`src/rtl/rosc_pkg.sv`:
```
// Shared types, constants and register codes for the resize output size calculator.
`timescale 1ns / 1ps

package rosc_pkg;

    // Geometry of one item
    localparam int DIMENSIONS = 2;
    localparam int DIM_W      = 16;
    localparam int TDATA_W    = DIMENSIONS * DIM_W;
    // Rounded scale numerator 2*src*n + d never reaches 2^(2*DIM_W+1)
    localparam int NUM_W      = 2 * DIM_W + 1;
    localparam int DSOR_W     = DIM_W + 1;
    localparam int CNT_W      = $clog2(DIM_W);

    // Queue between classifier and divider
    localparam int QUEUE_DEPTH = 2;
    localparam int QPTR_W      = (QUEUE_DEPTH > 1) ? $clog2(QUEUE_DEPTH) : 1;
    localparam int QCNT_W      = $clog2(QUEUE_DEPTH + 1);

    // Configuration register indexes
    localparam int CFG_IDX_W = 2;
    localparam logic [CFG_IDX_W-1:0] REG_TARGET_WIDTH  = 2'd0;
    localparam logic [CFG_IDX_W-1:0] REG_TARGET_HEIGHT = 2'd1;
    localparam logic [CFG_IDX_W-1:0] REG_SCALING_MODE  = 2'd2;
    localparam logic [CFG_IDX_W-1:0] REG_MAX_SIZE      = 2'd3;

    // Scaling modes
    localparam logic [1:0] MODE_DEFAULT     = 2'd0;
    localparam logic [1:0] MODE_STRETCH     = 2'd1;
    localparam logic [1:0] MODE_NOT_SMALLER = 2'd2;
    localparam logic [1:0] MODE_NOT_LARGER  = 2'd3;

    typedef logic [DIM_W-1:0] dim_t;

    // Exact ratio n/d
    typedef struct packed {
        dim_t n;
        dim_t d;
    } ratio_t;

    typedef struct packed {
        dim_t       target_width;
        dim_t       target_height;
        logic [1:0] scale_mode;
        dim_t       size_limit;
    } cfg_t;

    // One classified item, ready for the divider
    typedef struct packed {
        logic [DIMENSIONS-1:0]            use_div;
        logic [DIMENSIONS-1:0][NUM_W-1:0] num;
        logic [DIMENSIONS-1:0][DIM_W-1:0] direct;
        dim_t                             den;
        logic                             clamp;
        dim_t                             size_limit;
    } item_t;

endpackage

```
`src/rtl/rosc_front.sv`:
```
// Front end: accepts a source size, picks the ratio and builds the divider job.
`timescale 1ns / 1ps

module rosc_front
    import rosc_pkg::*;
(
    input  logic               clk,
    input  logic               rst_n,
    input  logic               s_tvalid,
    output logic               s_tready,
    input  logic [TDATA_W-1:0] s_tdata,     // src_width, src_height
    input  cfg_t               cfg,
    output logic               push,
    output item_t              push_data,
    input  logic               queue_full
);

    localparam logic [2:0] ST_SEL  = 3'd0;
    localparam logic [2:0] ST_LIM0 = 3'd1;
    localparam logic [2:0] ST_LIM1 = 3'd2;
    localparam logic [2:0] ST_EQ0  = 3'd3;
    localparam logic [2:0] ST_EQ1  = 3'd4;
    localparam logic [2:0] ST_PUSH = 3'd5;

    logic                  busy_reg, busy_next;
    logic [2:0]            step_reg, step_next;
    dim_t                  src_reg   [DIMENSIONS];
    dim_t                  src_next  [DIMENSIONS];
    ratio_t                scale_reg [DIMENSIONS];
    ratio_t                scale_next[DIMENSIONS];
    logic [DIMENSIONS-1:0] has_reg, has_next;
    logic [DIMENSIONS-1:0] div_reg, div_next;
    ratio_t                fin_reg, fin_next;

    dim_t                  tgt     [DIMENSIONS];
    dim_t                  in_src  [DIMENSIONS];
    ratio_t                in_scale[DIMENSIONS];
    logic [DIMENSIONS-1:0] in_has;
    logic                  s_accept;
    logic                  mode_ext;
    logic                  lim_on;
    ratio_t                cmp_a, cmp_b;
    logic [2*DIM_W-1:0]    cmp_p1, cmp_p2;
    logic                  cmp_less, cmp_eq;
    ratio_t                sel_fin;

    assign s_tready = !busy_reg;
    assign s_accept = s_tvalid && s_tready;
    assign mode_ext = (cfg.scale_mode == MODE_NOT_SMALLER) ||
                      (cfg.scale_mode == MODE_NOT_LARGER);
    assign lim_on   = mode_ext && (cfg.size_limit != '0);
    assign tgt[0]   = cfg.target_width;
    assign tgt[1]   = cfg.target_height;

    // Classify the incoming beat
    always_comb
    begin
        for (int i = 0; i < DIMENSIONS; i++)
        begin
            in_src[i] = s_tdata[i*DIM_W +: DIM_W];
            in_has[i] = (in_src[i] != '0) && (tgt[i] != '0);
            if (in_src[i] != '0)
            begin
                in_scale[i].n = tgt[i];
                in_scale[i].d = in_src[i];
            end
            else
            begin
                in_scale[i].n = DIM_W'(1);
                in_scale[i].d = DIM_W'(1);
            end
        end
    end

    // Shared cross-multiply compare; the push step reuses it for src * fin.n
    always_comb
    begin
        cmp_a = scale_reg[0];
        cmp_b = fin_reg;
        case (step_reg)
            ST_SEL:
            begin
                cmp_a = scale_reg[0];
                cmp_b = scale_reg[1];
            end
            ST_LIM0:
            begin
                cmp_a.n = cfg.size_limit;
                cmp_a.d = src_reg[0];
            end
            ST_LIM1:
            begin
                cmp_a.n = cfg.size_limit;
                cmp_a.d = src_reg[1];
            end
            ST_EQ0:  cmp_a = scale_reg[0];
            ST_EQ1:  cmp_a = scale_reg[1];
            ST_PUSH:
            begin
                cmp_a.n = src_reg[0];
                cmp_a.d = src_reg[1];
                cmp_b.n = fin_reg.n;
                cmp_b.d = fin_reg.n;
            end
            default: cmp_a = scale_reg[0];
        endcase
        cmp_p1   = cmp_a.n * cmp_b.d;
        cmp_p2   = cmp_b.n * cmp_a.d;
        cmp_less = cmp_p1 < cmp_p2;
        cmp_eq   = cmp_p1 == cmp_p2;
    end

    // Start ratio: extreme scale, else first sized dimension's scale
    always_comb
    begin
        if (mode_ext)
        begin
            if (has_reg[0] && has_reg[1])
            begin
                if (cfg.scale_mode == MODE_NOT_SMALLER)
                    sel_fin = cmp_less ? scale_reg[1] : scale_reg[0];
                else
                    sel_fin = (!cmp_less && !cmp_eq) ? scale_reg[1] : scale_reg[0];
            end
            else if (has_reg[0])
                sel_fin = scale_reg[0];
            else if (has_reg[1])
                sel_fin = scale_reg[1];
            else
            begin
                sel_fin.n = '0;
                sel_fin.d = DIM_W'(1);
            end
        end
        else
        begin
            if (has_reg[0])
                sel_fin = scale_reg[0];
            else if (has_reg[1])
                sel_fin = scale_reg[1];
            else
            begin
                sel_fin.n = DIM_W'(1);
                sel_fin.d = DIM_W'(1);
            end
        end
    end

    // Job for the back end
    always_comb
    begin
        push_data.use_div  = div_reg;
        push_data.num[0]   = {cmp_p1, 1'b0} + NUM_W'(fin_reg.d);
        push_data.num[1]   = {cmp_p2, 1'b0} + NUM_W'(fin_reg.d);
        for (int i = 0; i < DIMENSIONS; i++)
        begin
            if (cfg.scale_mode == MODE_STRETCH && !has_reg[i])
                push_data.direct[i] = src_reg[i];
            else
                push_data.direct[i] = tgt[i];
        end
        push_data.den        = fin_reg.d;
        push_data.clamp      = !mode_ext && (cfg.size_limit != '0);
        push_data.size_limit = cfg.size_limit;
    end

    // Step sequencer
    always_comb
    begin
        busy_next  = busy_reg;
        step_next  = step_reg;
        src_next   = src_reg;
        scale_next = scale_reg;
        has_next   = has_reg;
        div_next   = div_reg;
        fin_next   = fin_reg;
        push       = 1'b0;
        if (s_accept)
        begin
            busy_next  = 1'b1;
            step_next  = ST_SEL;
            src_next   = in_src;
            scale_next = in_scale;
            has_next   = in_has;
        end
        else if (busy_reg)
        begin
            case (step_reg)
                ST_SEL:
                begin
                    fin_next  = sel_fin;
                    step_next = ST_LIM0;
                end
                ST_LIM0:
                begin
                    if (lim_on && src_reg[0] != '0 && cmp_less)
                        fin_next = cmp_a;
                    step_next = ST_LIM1;
                end
                ST_LIM1:
                begin
                    if (lim_on && src_reg[1] != '0 && cmp_less)
                        fin_next = cmp_a;
                    step_next = ST_EQ0;
                end
                ST_EQ0:
                begin
                    div_next[0] = mode_ext ? (!has_reg[0] || !cmp_eq)
                                           : (cfg.scale_mode == MODE_DEFAULT && !has_reg[0]);
                    step_next   = ST_EQ1;
                end
                ST_EQ1:
                begin
                    div_next[1] = mode_ext ? (!has_reg[1] || !cmp_eq)
                                           : (cfg.scale_mode == MODE_DEFAULT && !has_reg[1]);
                    step_next   = ST_PUSH;
                end
                ST_PUSH:
                begin
                    if (!queue_full)
                    begin
                        push      = 1'b1;
                        busy_next = 1'b0;
                    end
                end
                default: busy_next = 1'b0;
            endcase
        end
    end

    // Control state
    always_ff @(posedge clk or negedge rst_n)
    begin
        if (!rst_n)
        begin
            busy_reg <= 1'b0;
            step_reg <= ST_SEL;
        end
        else
        begin
            busy_reg <= busy_next;
            step_reg <= step_next;
        end
    end

    // Item payload
    always_ff @(posedge clk)
    begin
        src_reg   <= src_next;
        scale_reg <= scale_next;
        has_reg   <= has_next;
        div_reg   <= div_next;
        fin_reg   <= fin_next;
    end

    // The chosen ratio never has a zero denominator once selected
    a_fin_den_nonzero: assert property (@(posedge clk) disable iff (!rst_n)
        busy_reg && step_reg != ST_SEL |-> fin_reg.d != '0)
        else $error("ratio denominator is zero");

endmodule

```
`src/rtl/rosc_fifo.sv`:
```
// Short job queue between the front end and the divider.
`timescale 1ns / 1ps

module rosc_fifo
    import rosc_pkg::*;
(
    input  logic  clk,
    input  logic  rst_n,
    input  logic  push,
    input  item_t push_data,
    output logic  full,
    input  logic  pop,
    output item_t pop_data,
    output logic  empty
);

    item_t             mem_reg [QUEUE_DEPTH];
    logic [QPTR_W-1:0] wr_ptr_reg, wr_ptr_next;
    logic [QPTR_W-1:0] rd_ptr_reg, rd_ptr_next;
    logic [QCNT_W-1:0] count_reg, count_next;

    assign full     = (count_reg == QCNT_W'(QUEUE_DEPTH));
    assign empty    = (count_reg == '0);
    assign pop_data = mem_reg[rd_ptr_reg];

    // Pointer and fill count update
    always_comb
    begin
        wr_ptr_next = wr_ptr_reg;
        rd_ptr_next = rd_ptr_reg;
        count_next  = count_reg;
        if (push)
            wr_ptr_next = (wr_ptr_reg == QPTR_W'(QUEUE_DEPTH - 1)) ? '0 : wr_ptr_reg + 1'b1;
        if (pop)
            rd_ptr_next = (rd_ptr_reg == QPTR_W'(QUEUE_DEPTH - 1)) ? '0 : rd_ptr_reg + 1'b1;
        if (push && !pop)
            count_next = count_reg + 1'b1;
        else if (pop && !push)
            count_next = count_reg - 1'b1;
    end

    always_ff @(posedge clk or negedge rst_n)
    begin
        if (!rst_n)
        begin
            wr_ptr_reg <= '0;
            rd_ptr_reg <= '0;
            count_reg  <= '0;
        end
        else
        begin
            wr_ptr_reg <= wr_ptr_next;
            rd_ptr_reg <= rd_ptr_next;
            count_reg  <= count_next;
        end
    end

    // Storage
    always_ff @(posedge clk)
    begin
        if (push)
            mem_reg[wr_ptr_reg] <= push_data;
    end

    a_no_overflow: assert property (@(posedge clk) disable iff (!rst_n)
        push |-> !full || pop)
        else $error("queue write while full");

endmodule

```
`src/rtl/rosc_back.sv`:
```
// Back end: rounded scaling by a radix-2 divider per dimension, clamp, output register.
`timescale 1ns / 1ps

module rosc_back
    import rosc_pkg::*;
(
    input  logic               clk,
    input  logic               rst_n,
    input  logic               queue_empty,
    input  item_t              queue_data,
    output logic               pop,
    output logic               m_tvalid,
    input  logic               m_tready,
    output logic [TDATA_W-1:0] m_tdata      // out_width, out_height
);

    localparam logic [1:0] ST_IDLE = 2'd0;
    localparam logic [1:0] ST_RUN  = 2'd1;
    localparam logic [1:0] ST_DONE = 2'd2;

    logic [1:0]            state_reg, state_next;
    logic [CNT_W-1:0]      cnt_reg, cnt_next;
    logic [DSOR_W-1:0]     dsor_reg, dsor_next;
    logic [DSOR_W-1:0]     rem_reg [DIMENSIONS];
    logic [DSOR_W-1:0]     rem_next[DIMENSIONS];
    dim_t                  sh_reg  [DIMENSIONS];
    dim_t                  sh_next [DIMENSIONS];
    dim_t                  q_reg   [DIMENSIONS];
    dim_t                  q_next  [DIMENSIONS];
    dim_t                  dir_reg [DIMENSIONS];
    dim_t                  dir_next[DIMENSIONS];
    logic [DIMENSIONS-1:0] ovf_reg, ovf_next;
    logic [DIMENSIONS-1:0] use_div_reg, use_div_next;
    logic                  clamp_reg, clamp_next;
    dim_t                  max_reg, max_next;
    logic                  out_valid_reg, out_valid_next;
    dim_t                  out_reg [DIMENSIONS];
    dim_t                  out_next[DIMENSIONS];

    logic                  out_free;
    logic                  load;
    logic [DSOR_W-1:0]     new_dsor;
    logic [DSOR_W-1:0]     hi     [DIMENSIONS];
    logic [DSOR_W:0]       trial  [DIMENSIONS];
    logic [DSOR_W:0]       diff   [DIMENSIONS];
    logic                  ge     [DIMENSIONS];
    dim_t                  res    [DIMENSIONS];

    assign out_free = !out_valid_reg || m_tready;
    assign load     = !queue_empty &&
                      (state_reg == ST_IDLE || (state_reg == ST_DONE && out_free));
    assign pop      = load;
    assign new_dsor = {queue_data.den, 1'b0};
    assign m_tvalid = out_valid_reg;

    // One quotient bit per lane per cycle, plus the final select and clamp
    always_comb
    begin
        for (int i = 0; i < DIMENSIONS; i++)
        begin
            hi[i]    = queue_data.num[i][NUM_W-1:DIM_W];
            trial[i] = {rem_reg[i], sh_reg[i][DIM_W-1]};
            diff[i]  = trial[i] - {1'b0, dsor_reg};
            ge[i]    = trial[i] >= {1'b0, dsor_reg};
            if (use_div_reg[i])
                res[i] = ovf_reg[i] ? {DIM_W{1'b1}} : q_reg[i];
            else
                res[i] = dir_reg[i];
            if (clamp_reg && res[i] > max_reg)
                res[i] = max_reg;
        end
    end

    // Divider sequencer
    always_comb
    begin
        state_next     = state_reg;
        cnt_next       = cnt_reg;
        dsor_next      = dsor_reg;
        rem_next       = rem_reg;
        sh_next        = sh_reg;
        q_next         = q_reg;
        dir_next       = dir_reg;
        ovf_next       = ovf_reg;
        use_div_next   = use_div_reg;
        clamp_next     = clamp_reg;
        max_next       = max_reg;
        out_next       = out_reg;
        out_valid_next = out_valid_reg && !m_tready;
        case (state_reg)
            ST_IDLE: ;
            ST_RUN:
            begin
                for (int i = 0; i < DIMENSIONS; i++)
                begin
                    rem_next[i] = ge[i] ? diff[i][DSOR_W-1:0] : trial[i][DSOR_W-1:0];
                    q_next[i]   = {q_reg[i][DIM_W-2:0], ge[i]};
                    sh_next[i]  = {sh_reg[i][DIM_W-2:0], 1'b0};
                end
                if (cnt_reg == '0)
                    state_next = ST_DONE;
                else
                    cnt_next = cnt_reg - 1'b1;
            end
            ST_DONE:
            begin
                if (out_free)
                begin
                    out_valid_next = 1'b1;
                    out_next       = res;
                    state_next     = ST_IDLE;
                end
            end
            default: state_next = ST_IDLE;
        endcase
        if (load)
        begin
            state_next   = ST_RUN;
            cnt_next     = CNT_W'(DIM_W - 1);
            dsor_next    = new_dsor;
            use_div_next = queue_data.use_div;
            clamp_next   = queue_data.clamp;
            max_next     = queue_data.size_limit;
            for (int i = 0; i < DIMENSIONS; i++)
            begin
                ovf_next[i] = hi[i] >= new_dsor;
                rem_next[i] = hi[i];
                sh_next[i]  = queue_data.num[i][DIM_W-1:0];
                q_next[i]   = '0;
                dir_next[i] = queue_data.direct[i];
            end
        end
    end

    // Control state
    always_ff @(posedge clk or negedge rst_n)
    begin
        if (!rst_n)
        begin
            state_reg     <= ST_IDLE;
            cnt_reg       <= '0;
            out_valid_reg <= 1'b0;
        end
        else
        begin
            state_reg     <= state_next;
            cnt_reg       <= cnt_next;
            out_valid_reg <= out_valid_next;
        end
    end

    // Datapath
    always_ff @(posedge clk)
    begin
        dsor_reg    <= dsor_next;
        rem_reg     <= rem_next;
        sh_reg      <= sh_next;
        q_reg       <= q_next;
        dir_reg     <= dir_next;
        ovf_reg     <= ovf_next;
        use_div_reg <= use_div_next;
        clamp_reg   <= clamp_next;
        max_reg     <= max_next;
        out_reg     <= out_next;
    end

    // Output beat: width in the low half
    always_comb
    begin
        for (int i = 0; i < DIMENSIONS; i++)
            m_tdata[i*DIM_W +: DIM_W] = out_reg[i];
    end

    a_load_when_free: assert property (@(posedge clk) disable iff (!rst_n)
        pop |-> state_reg == ST_IDLE || state_reg == ST_DONE)
        else $error("divider loaded while busy");

    a_rem_below_dsor: assert property (@(posedge clk) disable iff (!rst_n)
        state_reg == ST_RUN && !ovf_reg[0] && use_div_reg[0] |-> rem_reg[0] < dsor_reg)
        else $error("partial remainder out of range");

    a_out_from_done: assert property (@(posedge clk) disable iff (!rst_n)
        $rose(out_valid_reg) |-> $past(state_reg) == ST_DONE)
        else $error("result shown without finished division");

endmodule

```
`src/rtl/resize_output_size_calc.sv`:
```
// Top level of the resize output size calculator: configuration registers and hookup.
//
// Use: write target_width (0), target_height (1), scale_mode (2) and size_limit (3)
// on the cfg channel (cfg_valid/cfg_ready, cfg_index, cfg_data) while no item is in
// flight; cfg_ready is always high. Then stream source crop sizes on s_tdata
// (src_width in bits 15:0, src_height in 31:16); each beat gives one output beat on
// m_tdata (out_width in 15:0, out_height in 31:16), in order.
// The front end takes no new beat until it has pushed the last one; sustained throughput is
// set by the 16-step restoring divider in the back end (one quotient bit per cycle, both
// dimensions in parallel), which takes a new item only once the last one is done.
// A two-entry queue sits between front and back.
// Reset clears all configuration to zero, empties the queue and drops m_tvalid.
// If the receiver stalls, the result waits in the output register, the divider
// finishes the next item and holds it, the queue fills, and s_tready stays low.
`timescale 1ns / 1ps

module resize_output_size_calc
    import rosc_pkg::*;
(
    input  logic                 clk,
    input  logic                 rst_n,
    input  logic                 s_tvalid,
    output logic                 s_tready,
    input  logic [TDATA_W-1:0]   s_tdata,     // src_width, src_height
    output logic                 m_tvalid,
    input  logic                 m_tready,
    output logic [TDATA_W-1:0]   m_tdata,     // out_width, out_height
    input  logic                 cfg_valid,
    output logic                 cfg_ready,
    input  logic [CFG_IDX_W-1:0] cfg_index,
    input  logic [DIM_W-1:0]     cfg_data
);

    cfg_t  cfg_reg, cfg_next;
    logic  push, queue_full, pop, queue_empty;
    item_t push_data, queue_data;

    assign cfg_ready = 1'b1;

    // Register writes
    always_comb
    begin
        cfg_next = cfg_reg;
        if (cfg_valid && cfg_ready)
        begin
            case (cfg_index)
                REG_TARGET_WIDTH:  cfg_next.target_width  = cfg_data;
                REG_TARGET_HEIGHT: cfg_next.target_height = cfg_data;
                REG_SCALING_MODE:  cfg_next.scale_mode    = cfg_data[1:0];
                REG_MAX_SIZE:      cfg_next.size_limit    = cfg_data;
                default:           cfg_next = cfg_reg;
            endcase
        end
    end

    always_ff @(posedge clk or negedge rst_n)
    begin
        if (!rst_n)
            cfg_reg <= '0;
        else
            cfg_reg <= cfg_next;
    end

    rosc_front u_front (
        .clk        (clk),
        .rst_n      (rst_n),
        .s_tvalid   (s_tvalid),
        .s_tready   (s_tready),
        .s_tdata    (s_tdata),
        .cfg        (cfg_reg),
        .push       (push),
        .push_data  (push_data),
        .queue_full (queue_full)
    );

    rosc_fifo u_fifo (
        .clk       (clk),
        .rst_n     (rst_n),
        .push      (push),
        .push_data (push_data),
        .full      (queue_full),
        .pop       (pop),
        .pop_data  (queue_data),
        .empty     (queue_empty)
    );

    rosc_back u_back (
        .clk         (clk),
        .rst_n       (rst_n),
        .queue_empty (queue_empty),
        .queue_data  (queue_data),
        .pop         (pop),
        .m_tvalid    (m_tvalid),
        .m_tready    (m_tready),
        .m_tdata     (m_tdata)
    );

endmodule
```
`config.mk`:
```
export PLATFORM = sky130hd
export DESIGN_NAME = resize_output_size_calc
export DESIGN_NICKNAME = d
export VERILOG_FILES = /design/src/rtl/rosc_pkg.sv /design/src/rtl/rosc_front.sv /design/src/rtl/rosc_fifo.sv /design/src/rtl/rosc_back.sv /design/src/rtl/resize_output_size_calc.sv
export SDC_FILE = /design/constraint.sdc
export NUM_CORES = 2
export LEC_CHECK = 0
export BUFFER_PORTS_ARGS = -buffer_cell sky130_fd_sc_hd__buf_2
export CORE_AREA = 2 2 408 512
export CTS_CLUSTER_DIAMETER = 120
export DETAILED_ROUTE_END_ITERATION = 12
export DIE_AREA = 0 0 410 514
export SLEW_MARGIN = 20
export SYNTH_ARGS = -nofsm -noshare
export SYNTH_HDL_FRONTEND = slang
export SYNTH_HIERARCHICAL = 1
export SYNTH_SLANG_ARGS = --single-unit
```
`constraint.sdc`:
```
create_clock -name clk -period 14.1 [get_ports clk]
set_clock_uncertainty 0.15 [all_clocks]
set_input_delay 0.705 -clock clk [delete_from_list [all_inputs] [get_ports clk]]
set_output_delay 0.705 -clock clk [all_outputs]
set_load 0.05 [all_outputs]
```
After elaboration in Yosys (flattened, before gate mapping)
Memories as Yosys holds them, arrays and structs flattened.
Cells that the tools add are included.
{"block": "word_totals", "ram_bits": 266, "in_bits": 55, "elab_cells": 203, "n_memories": 1, "ff_bits": 396}
{"memory": "u_fifo.mem_reg", "words": 2, "width": 133, "read_ports": 1, "rd_ports_with_merged_regs": 0, "wr": 1, "line": "rosc_fifo.sv:17", "rtl": "item_t mem_reg [QUEUE_DEPTH];"}
{"block": "classes", "muxes": 56, "eq_ne": 21, "addsub": 9, "order_cmp": 7, "multipliers": 2, "n_bitwise": 1, "n_reduce_logical": 68}
{"cell": "32-bit 2-to-1 mux", "n": 13}
{"cell": "16-bit 2-to-1 mux", "n": 8}
{"cell": "32-bit one-hot mux with 4 select lines", "n": 1}
{"cell": "16-bit nonzero test", "n": 7}
{"cell": "32-bit one-hot mux with 3 select lines", "n": 1}
{"cell": "34-bit 2-to-1 mux", "n": 2}
{"cell": "33-bit by 16-bit adder with 33-bit output", "n": 2}
{"cell": "16-bit by 16-bit multiplier with 32-bit output", "n": 2}
{"cell": "32-bit one-hot mux with 2 select lines", "n": 1}
{"cell": "18-bit by 17-bit >= comparator with 1-bit output", "n": 2}
{"cell": "17-bit >= comparator", "n": 2}
{"cell": "17-bit 2-to-1 mux", "n": 2}
{"cell": "17-bit subtractor", "n": 2}
{"cell": "32-bit equality test", "n": 1}
{"cell": "16-bit greater-than comparator", "n": 2}
{"cell": "32-bit < comparator", "n": 1}
{"cell": "1-bit logical AND", "n": 22}
{"cell": "1-bit 2-to-1 mux", "n": 15}
{"cell": "3-bit one-hot mux with 5 select lines", "n": 1}
{"cell": "2-bit AND reduction", "n": 7}
{"cell": "2-bit equality test, second input constant", "n": 6}
{"cell": "4-bit 2-to-1 mux", "n": 3}
{"cell": "1-bit zero test", "n": 11}
{"cell": "2-bit 2-to-1 mux", "n": 5}
{"cell": "other kinds (25)", "n": 45}

Logic depth before layout (Yosys ltp)
{"block": "logic_depth", "ltp_word": 11, "ltp_mapped": 45, "ltp_nobuf": 38}

Modules after synthesis
Netlist, hierarchy kept.
{"mod": "rosc_front", "instances": 1, "seq_area_each_um2": 4063.9, "cells_per_inst": 3089, "area_each_um2": 27671.5}
{"mod": "rosc_back", "instances": 1, "seq_area_each_um2": 5830.6, "cells_per_inst": 1126, "area_each_um2": 11641.2}
{"mod": "rosc_fifo", "instances": 1, "seq_area_each_um2": 8087.8, "cells_per_inst": 430, "area_each_um2": 10022.1}
{"mod": "resize_output_size_calc", "instances": 1, "seq_area_each_um2": 1251.2, "cells_per_inst": 109, "area_each_um2": 1909.3}

Least setup slack after synthesis
OpenSTA, ideal clock, no wires.
{"block": "synth_timing", "kind": "register -> register", "start": "register u_front.step_reg[0]", "end": "register u_front/fin_reg[16] in the netlist's numbering, enable pin", "path_buffers": 4, "stages_incl_launch_ff": 34, "required_ns": 13.480, "setup_slack_ns": 1.719, "setup_ns": 0.470, "arrival_ns": 11.760, "period_less_slack_ns": 12.381, "cell_sequence": "dfrtp_1 buf_1 buf_1 clkbuf_1 mux2_2 a221oi_1 nor2_1 fa_1 inv_1 fa_1 fa_1 fa_1 inv_1 fa_1 inv_1 fa_1 inv_1 ha_1 o21ai_0 nor2_1 o31a_2 or4_4 buf_6 nor4_1 a211oi_4 ha_1 a21o_1 a21o_1 a211oi_1 o21ai_0 o221a_2 nor4_1 nand3_1 a21boi_0"}
{"block": "synth_via", "elab_chain_cells": 7}
{"item": "from (decl)", "line": "rosc_front.sv:26", "rtl": "logic [2:0] step_reg, step_next;"}
{"item": "from (signal assigned)", "line": "rosc_front.sv:242", "rtl": "step_reg <= step_next;"}
{"item": "3-bit equality test (tied with other cells)", "line": "rosc_front.sv:80", "rtl": "case (step_reg)"}
{"item": "32-bit one-hot mux with 4 select lines / 32-bit one-hot mux with 2 select lines (equally long branches)", "line": "rosc_front.sv:80"}
{"item": "16-bit by 16-bit multiplier with 32-bit output, on equally long branches", "line": "rosc_front.sv:107, rosc_front.sv:108"}
{"item": "32-bit < comparator", "line": "rosc_front.sv:109", "rtl": "cmp_less = cmp_p1 < cmp_p2;"}
{"item": "1-bit logical AND, on equally long branches", "line": "rosc_front.sv:196, rosc_front.sv:202"}
{"item": "2-bit by 1-bit inequality test with 1-bit output (no source line)"}
{"item": "5-bit AND reduction (no source line) (*)"}
{"item": "to (signal assigned)", "line": "rosc_front.sv:253", "rtl": "fin_reg <= fin_next;"}
{"item": "to (decl)", "line": "rosc_front.sv:33", "rtl": "ratio_t fin_reg, fin_next;"}
Mark *: on every way between the ends. The rest lies on a longest branch, timed or not.
A chain may end at the register's enable or synchronous reset.

Final worst setup path
{"block": "layout_timing", "start": "register u_front.step_reg[0]", "end": "register u_front/fin_reg[30] in the netlist's numbering, data pin"}
{"block": "layout_via", "elab_chain_cells": 11}
{"item": "3-bit equality test (tied with other cells)", "line": "rosc_front.sv:80"}
{"item": "32-bit one-hot mux with 4 select lines / 32-bit one-hot mux with 2 select lines (equally long branches)", "line": "rosc_front.sv:80"}
{"item": "16-bit by 16-bit multiplier with 32-bit output, on equally long branches", "line": "rosc_front.sv:107, rosc_front.sv:108"}
{"item": "32-bit < comparator / 32-bit equality test (equally long branches)", "line": "rosc_front.sv:109, rosc_front.sv:110"}
{"item": "1-bit zero test", "line": "rosc_front.sv:123", "rtl": "sel_fin = (!cmp_less && !cmp_eq) ? scale_reg[1] : scale_reg[0];"}
{"item": "1-bit logical AND", "line": "rosc_front.sv:123"}
{"item": "32-bit 2-to-1 mux", "line": "rosc_front.sv:123"}
{"item": "32-bit 2-to-1 mux", "line": "rosc_front.sv:120", "rtl": "if (cfg.scale_mode == MODE_NOT_SMALLER)"}
{"item": "32-bit 2-to-1 mux", "line": "rosc_front.sv:118", "rtl": "if (has_reg[0] && has_reg[1])"}
{"item": "32-bit 2-to-1 mux", "line": "rosc_front.sv:116", "rtl": "if (mode_ext)"}
{"item": "32-bit one-hot mux with 3 select lines (*)", "line": "rosc_front.sv:188", "rtl": "case (step_reg)"}
Mark *: on every way between the ends. The rest lies on a longest branch, timed or not. The select of a mux whose other input is x is not followed.

==> run summary <==
The flow ran to the end, and the final reports show no timing, DRC or antenna violations. In the synthesized netlist the dominant register cell turns out to be sky130_fd_sc_hd__edfxtp_1. Via count of the first global-routing pass: 37,000. The maximum number of pins on one net before global-route repair was 82; the share of the clock period used by the worst path was 89.2%. STA classifies the critical path startpoint as a flip-flop.

The class of the most critical hold timing path was in -> reg. The slew at the pin closest to its max-slew limit is 1.22 ns. The congestion estimate from routability-driven global placement came to 0.962.

The initial utilization of the core area, before any placement, comes to 24.9%. The final hold slack is 0.112 ns, and the number of warnings issued by yosys is 6. The synthesized netlist devotes 9.31% of its cell area to compound gates. The x dimension of the die came out at 410 um. The tools report the launching point of the worst reg2reg path as u_front/step_reg[0].

Post-cts gate resize count: 0. Counting flops with a built-in enable in the synthesized netlist gives 565. The final critical delay including setup and external delays works out to 12.57 ns. Worst slew slack as a fraction of its limit: 18.4%.

The number of distinct library cell variants in the gate-level netlist after synthesis came out at 107. In the routed layout, each cell is associated on average with a via count of 4.84. The tools report the total core area as 206,000 um^2.

The first TritonRoute pass finished after 5 iterations. Post-synthesis instance area: 51,200 um^2. Count of input and output buffers: 88.

The clock reaches the later pin of the worst-skew pair after 0.70 ns. The initial antenna violation count is 22, and the sum of net half-perimeters after detailed placement is 132,000 um. Setup repair after global routing left no endpoint under its margin.

Global routing finished with a remaining overflow of 0. Sequential elements use 37.5% of the synthesized area. The cell repeated most along the worst path is sky130_fd_sc_hd__fa_1. The count of final setup violators was 0. Measured along the y axis, the die boundary spans 514 um.

After detailed routing, the number of remaining DRC violations is 0. Clock tree synthesis found a total of 662 sinks. After routing, the total negative slack on setup checks comes to 0 ns. In this run the remaining antenna-violating nets after routing total 0.

The setup path with the least slack is of type reg -> reg. The average cell area after synthesis came out at 10.8 um^2. In the final routed layout, each cell accounts on average for 22.1 um. In this run the count of I/O pins placed on the die edge is 90. From synthesis to final layout, the design area changed by 12.0%. The post-route netlist has 13.4% of its cells at a drive strength greater than 1. The logs give 168,000 um for the total wirelength of the detailed-routed design and 4,754 for the number of instances in the synthesized netlist. The arithmetic-cell share of the synthesized area counting full adders, half adders and majority gates works out to 24.3%.

STA classifies the critical path endpoint as a flip-flop. The tools report the iteration-0 DRC count of the detailed router as 3,659. Measured against the total synthesized area, the mux share comes to 8.31%. The synthesized netlist devotes 11.7% of its cell area to simple gates.

Clock transition at the register clock pins on the worst setup and hold paths after CTS: 0.06 ns. In the global route stage, overall resource usage came out at 15.7%. Number of endpoints with negative hold slack in the final report: 0. STA puts the critical path data required time at 14.41 ns. The total count of max-transition violations in the final report is 0, and the global-route wire length before repair is 246,000 um. Counting the buffers created by CTS gives 72.

Of all flip-flops after synthesis, the portion carrying an async set or reset was 9.82%. Largest driver fanout on the critical path: 40. Of the total synthesized cell area, the portion taken by XOR and XNOR cells is 2.39%.

Last element of the critical path: u_front/fin_reg[30]. In this run the register-to-register setup slack is 1.53 ns. Data arrives at the worst endpoint at 12.88 ns. The tree is rooted in a sky130_fd_sc_hd__clkbuf_16.

The slowest stage of the critical path belongs to the cell sky130_fd_sc_hd__xnor2_1. The tools report the critical register-to-register path endpoint as u_front/fin_reg[30]. Max-cap violations in this run came to 0.

After the last flow step, the layout net total stands at 5,583. Measured in cells, the most critical reg-to-reg path has a length of 34. In this run the number of H-tree levels came out at 3. For this block, the via count after detailed routing is 36,600. The number of core rows was 187; the number of flip-flops in the largest register was 266. TritonCTS built the clock tree. Post-synth net total: 5,569. The top cell types in the final layout, fill and taps aside, are sky130_fd_sc_hd__edfxtp_1, sky130_fd_sc_hd__inv_1, sky130_fd_sc_hd__nand2_1. Dominant combinational cell family by area after synthesis: adder cells. In this design, the stage delay of the slowest critical-path cell is 0.93 ns. The floorplan step defined a die boundary enclosing 211,000 um^2.

In this run the deepest clock path goes through 3 buffers. The library cell used most frequently in the layout, excluding fill and tap cells, is sky130_fd_sc_hd__edfxtp_1. Worst setup path startpoint: u_front/step_reg[0].

The final design utilization was 27.8%; the register bit count reported by yosys was 662. Based on the critical path, the design can be clocked at up to 0.0795 GHz.
## routing by layer
layer  global-route usage, %  wire (um)  vias to the layer above
met2                    24.5      75100                     1478
li1                        -          -                    16400
met5                       0         55                        -
met1                    20.6      70500                    18400
met3                    2.83      12400                      355
met4                    8.14       9690                       10
## cells in the mapped netlist, drive strengths merged (51+ instances only)
| master | count | area, um^2 |
|---|---|---|
| a21oi | 199 | 1040 |
| and2 | 70 | 442 |
| nand2 | 538 | 2020 |
| a21o | 76 | 571 |
| nor2 | 428 | 1610 |
| inv | 566 | 2120 |
| dfrtp | 65 | 1630 |
| clkbuf | 155 | 592 |
| ha | 368 | 4600 |
| o21ai | 145 | 726 |
| mux2i | 51 | 510 |
| xnor2 | 97 | 857 |
| a22oi | 66 | 495 |
| buf | 79 | 574 |
| nand3 | 52 | 265 |
| edfxtp | 565 | 17000 |
| mux2 | 280 | 3410 |
| fa | 392 | 7850 |
## worst min-delay path by stage
stage,start,to,slack (ns),cells after the start
final,s_tdata[0],u_front/src_reg[16],0.11,1
after global routing,s_tdata[0],u_front/src_reg[16],0.09,1
after CTS,rst_n,u_back/m_tvalid,0.04,1
after detailed placement,u_back/q_reg[15],u_back/q_reg[15],0.31,2
after global placement,u_back/q_reg[15],u_back/q_reg[15],0.30,2
after floorplan,rst_n,cfg_reg[0],0.26,0
## layout make-up
cell class | count | area [um^2]
flip-flops and latches | 662 | 19200
clock buffers | 86 | 1900
well taps | 2740 | 3430
clock inverters | 47 | 724
diodes | 7 | 17.5
multi-input cells | 3292 | 28800
inverters | 566 | 2130
repair buffers | 174 | 1140
fillers | 21300 | 149000
## repair_timing
item	in CTS	in global routing
hold buffers	0	1
hold endpoints to repair	0	27
buffers inserted	0	0
## kinds of logic after synthesis
| group | after synthesis |
|---|---|
| buf+inv | 800 |
| simple gates | 1342 |
| mux | 346 |
| other cells | 1 |
| fa+ha+maj | 760 |
| compound gates | 704 |
| flops | 662 |
| xor+xnor | 139 |
## through the flow
| stage | setup slack, ns | cells | instance area [um^2] |
|---|---|---|---|
| after global placement | 1.99 | 7431 | 54700 |
| after CTS | 1.73 | 7564 | 57300 |
| after detailed placement | 1.79 | 7431 | 54700 |
| after global routing | 1.13 | 7568 | 57400 |
| after floorplan | 1.72 | 4754 | 51200 |
| final | 1.53 | 7574 | 57400 |
## worst max-delay path, delay by kind of cell (launching register included)
kind	cells	cell delay, ns
AO/OA/AOI/OAI	10	2.35
XOR/XNOR	1	0.93
adder cells (fa/ha/maj)	8	3.96
buffers and inverters	5	0.92
flip-flops	1	0.59
multiplexers	2	1.19
AND/OR/NAND/NOR	8	2.23
Power is not shown: default switching activity piles up to over one toggle a cycle in this logic, so the estimate is an artifact.
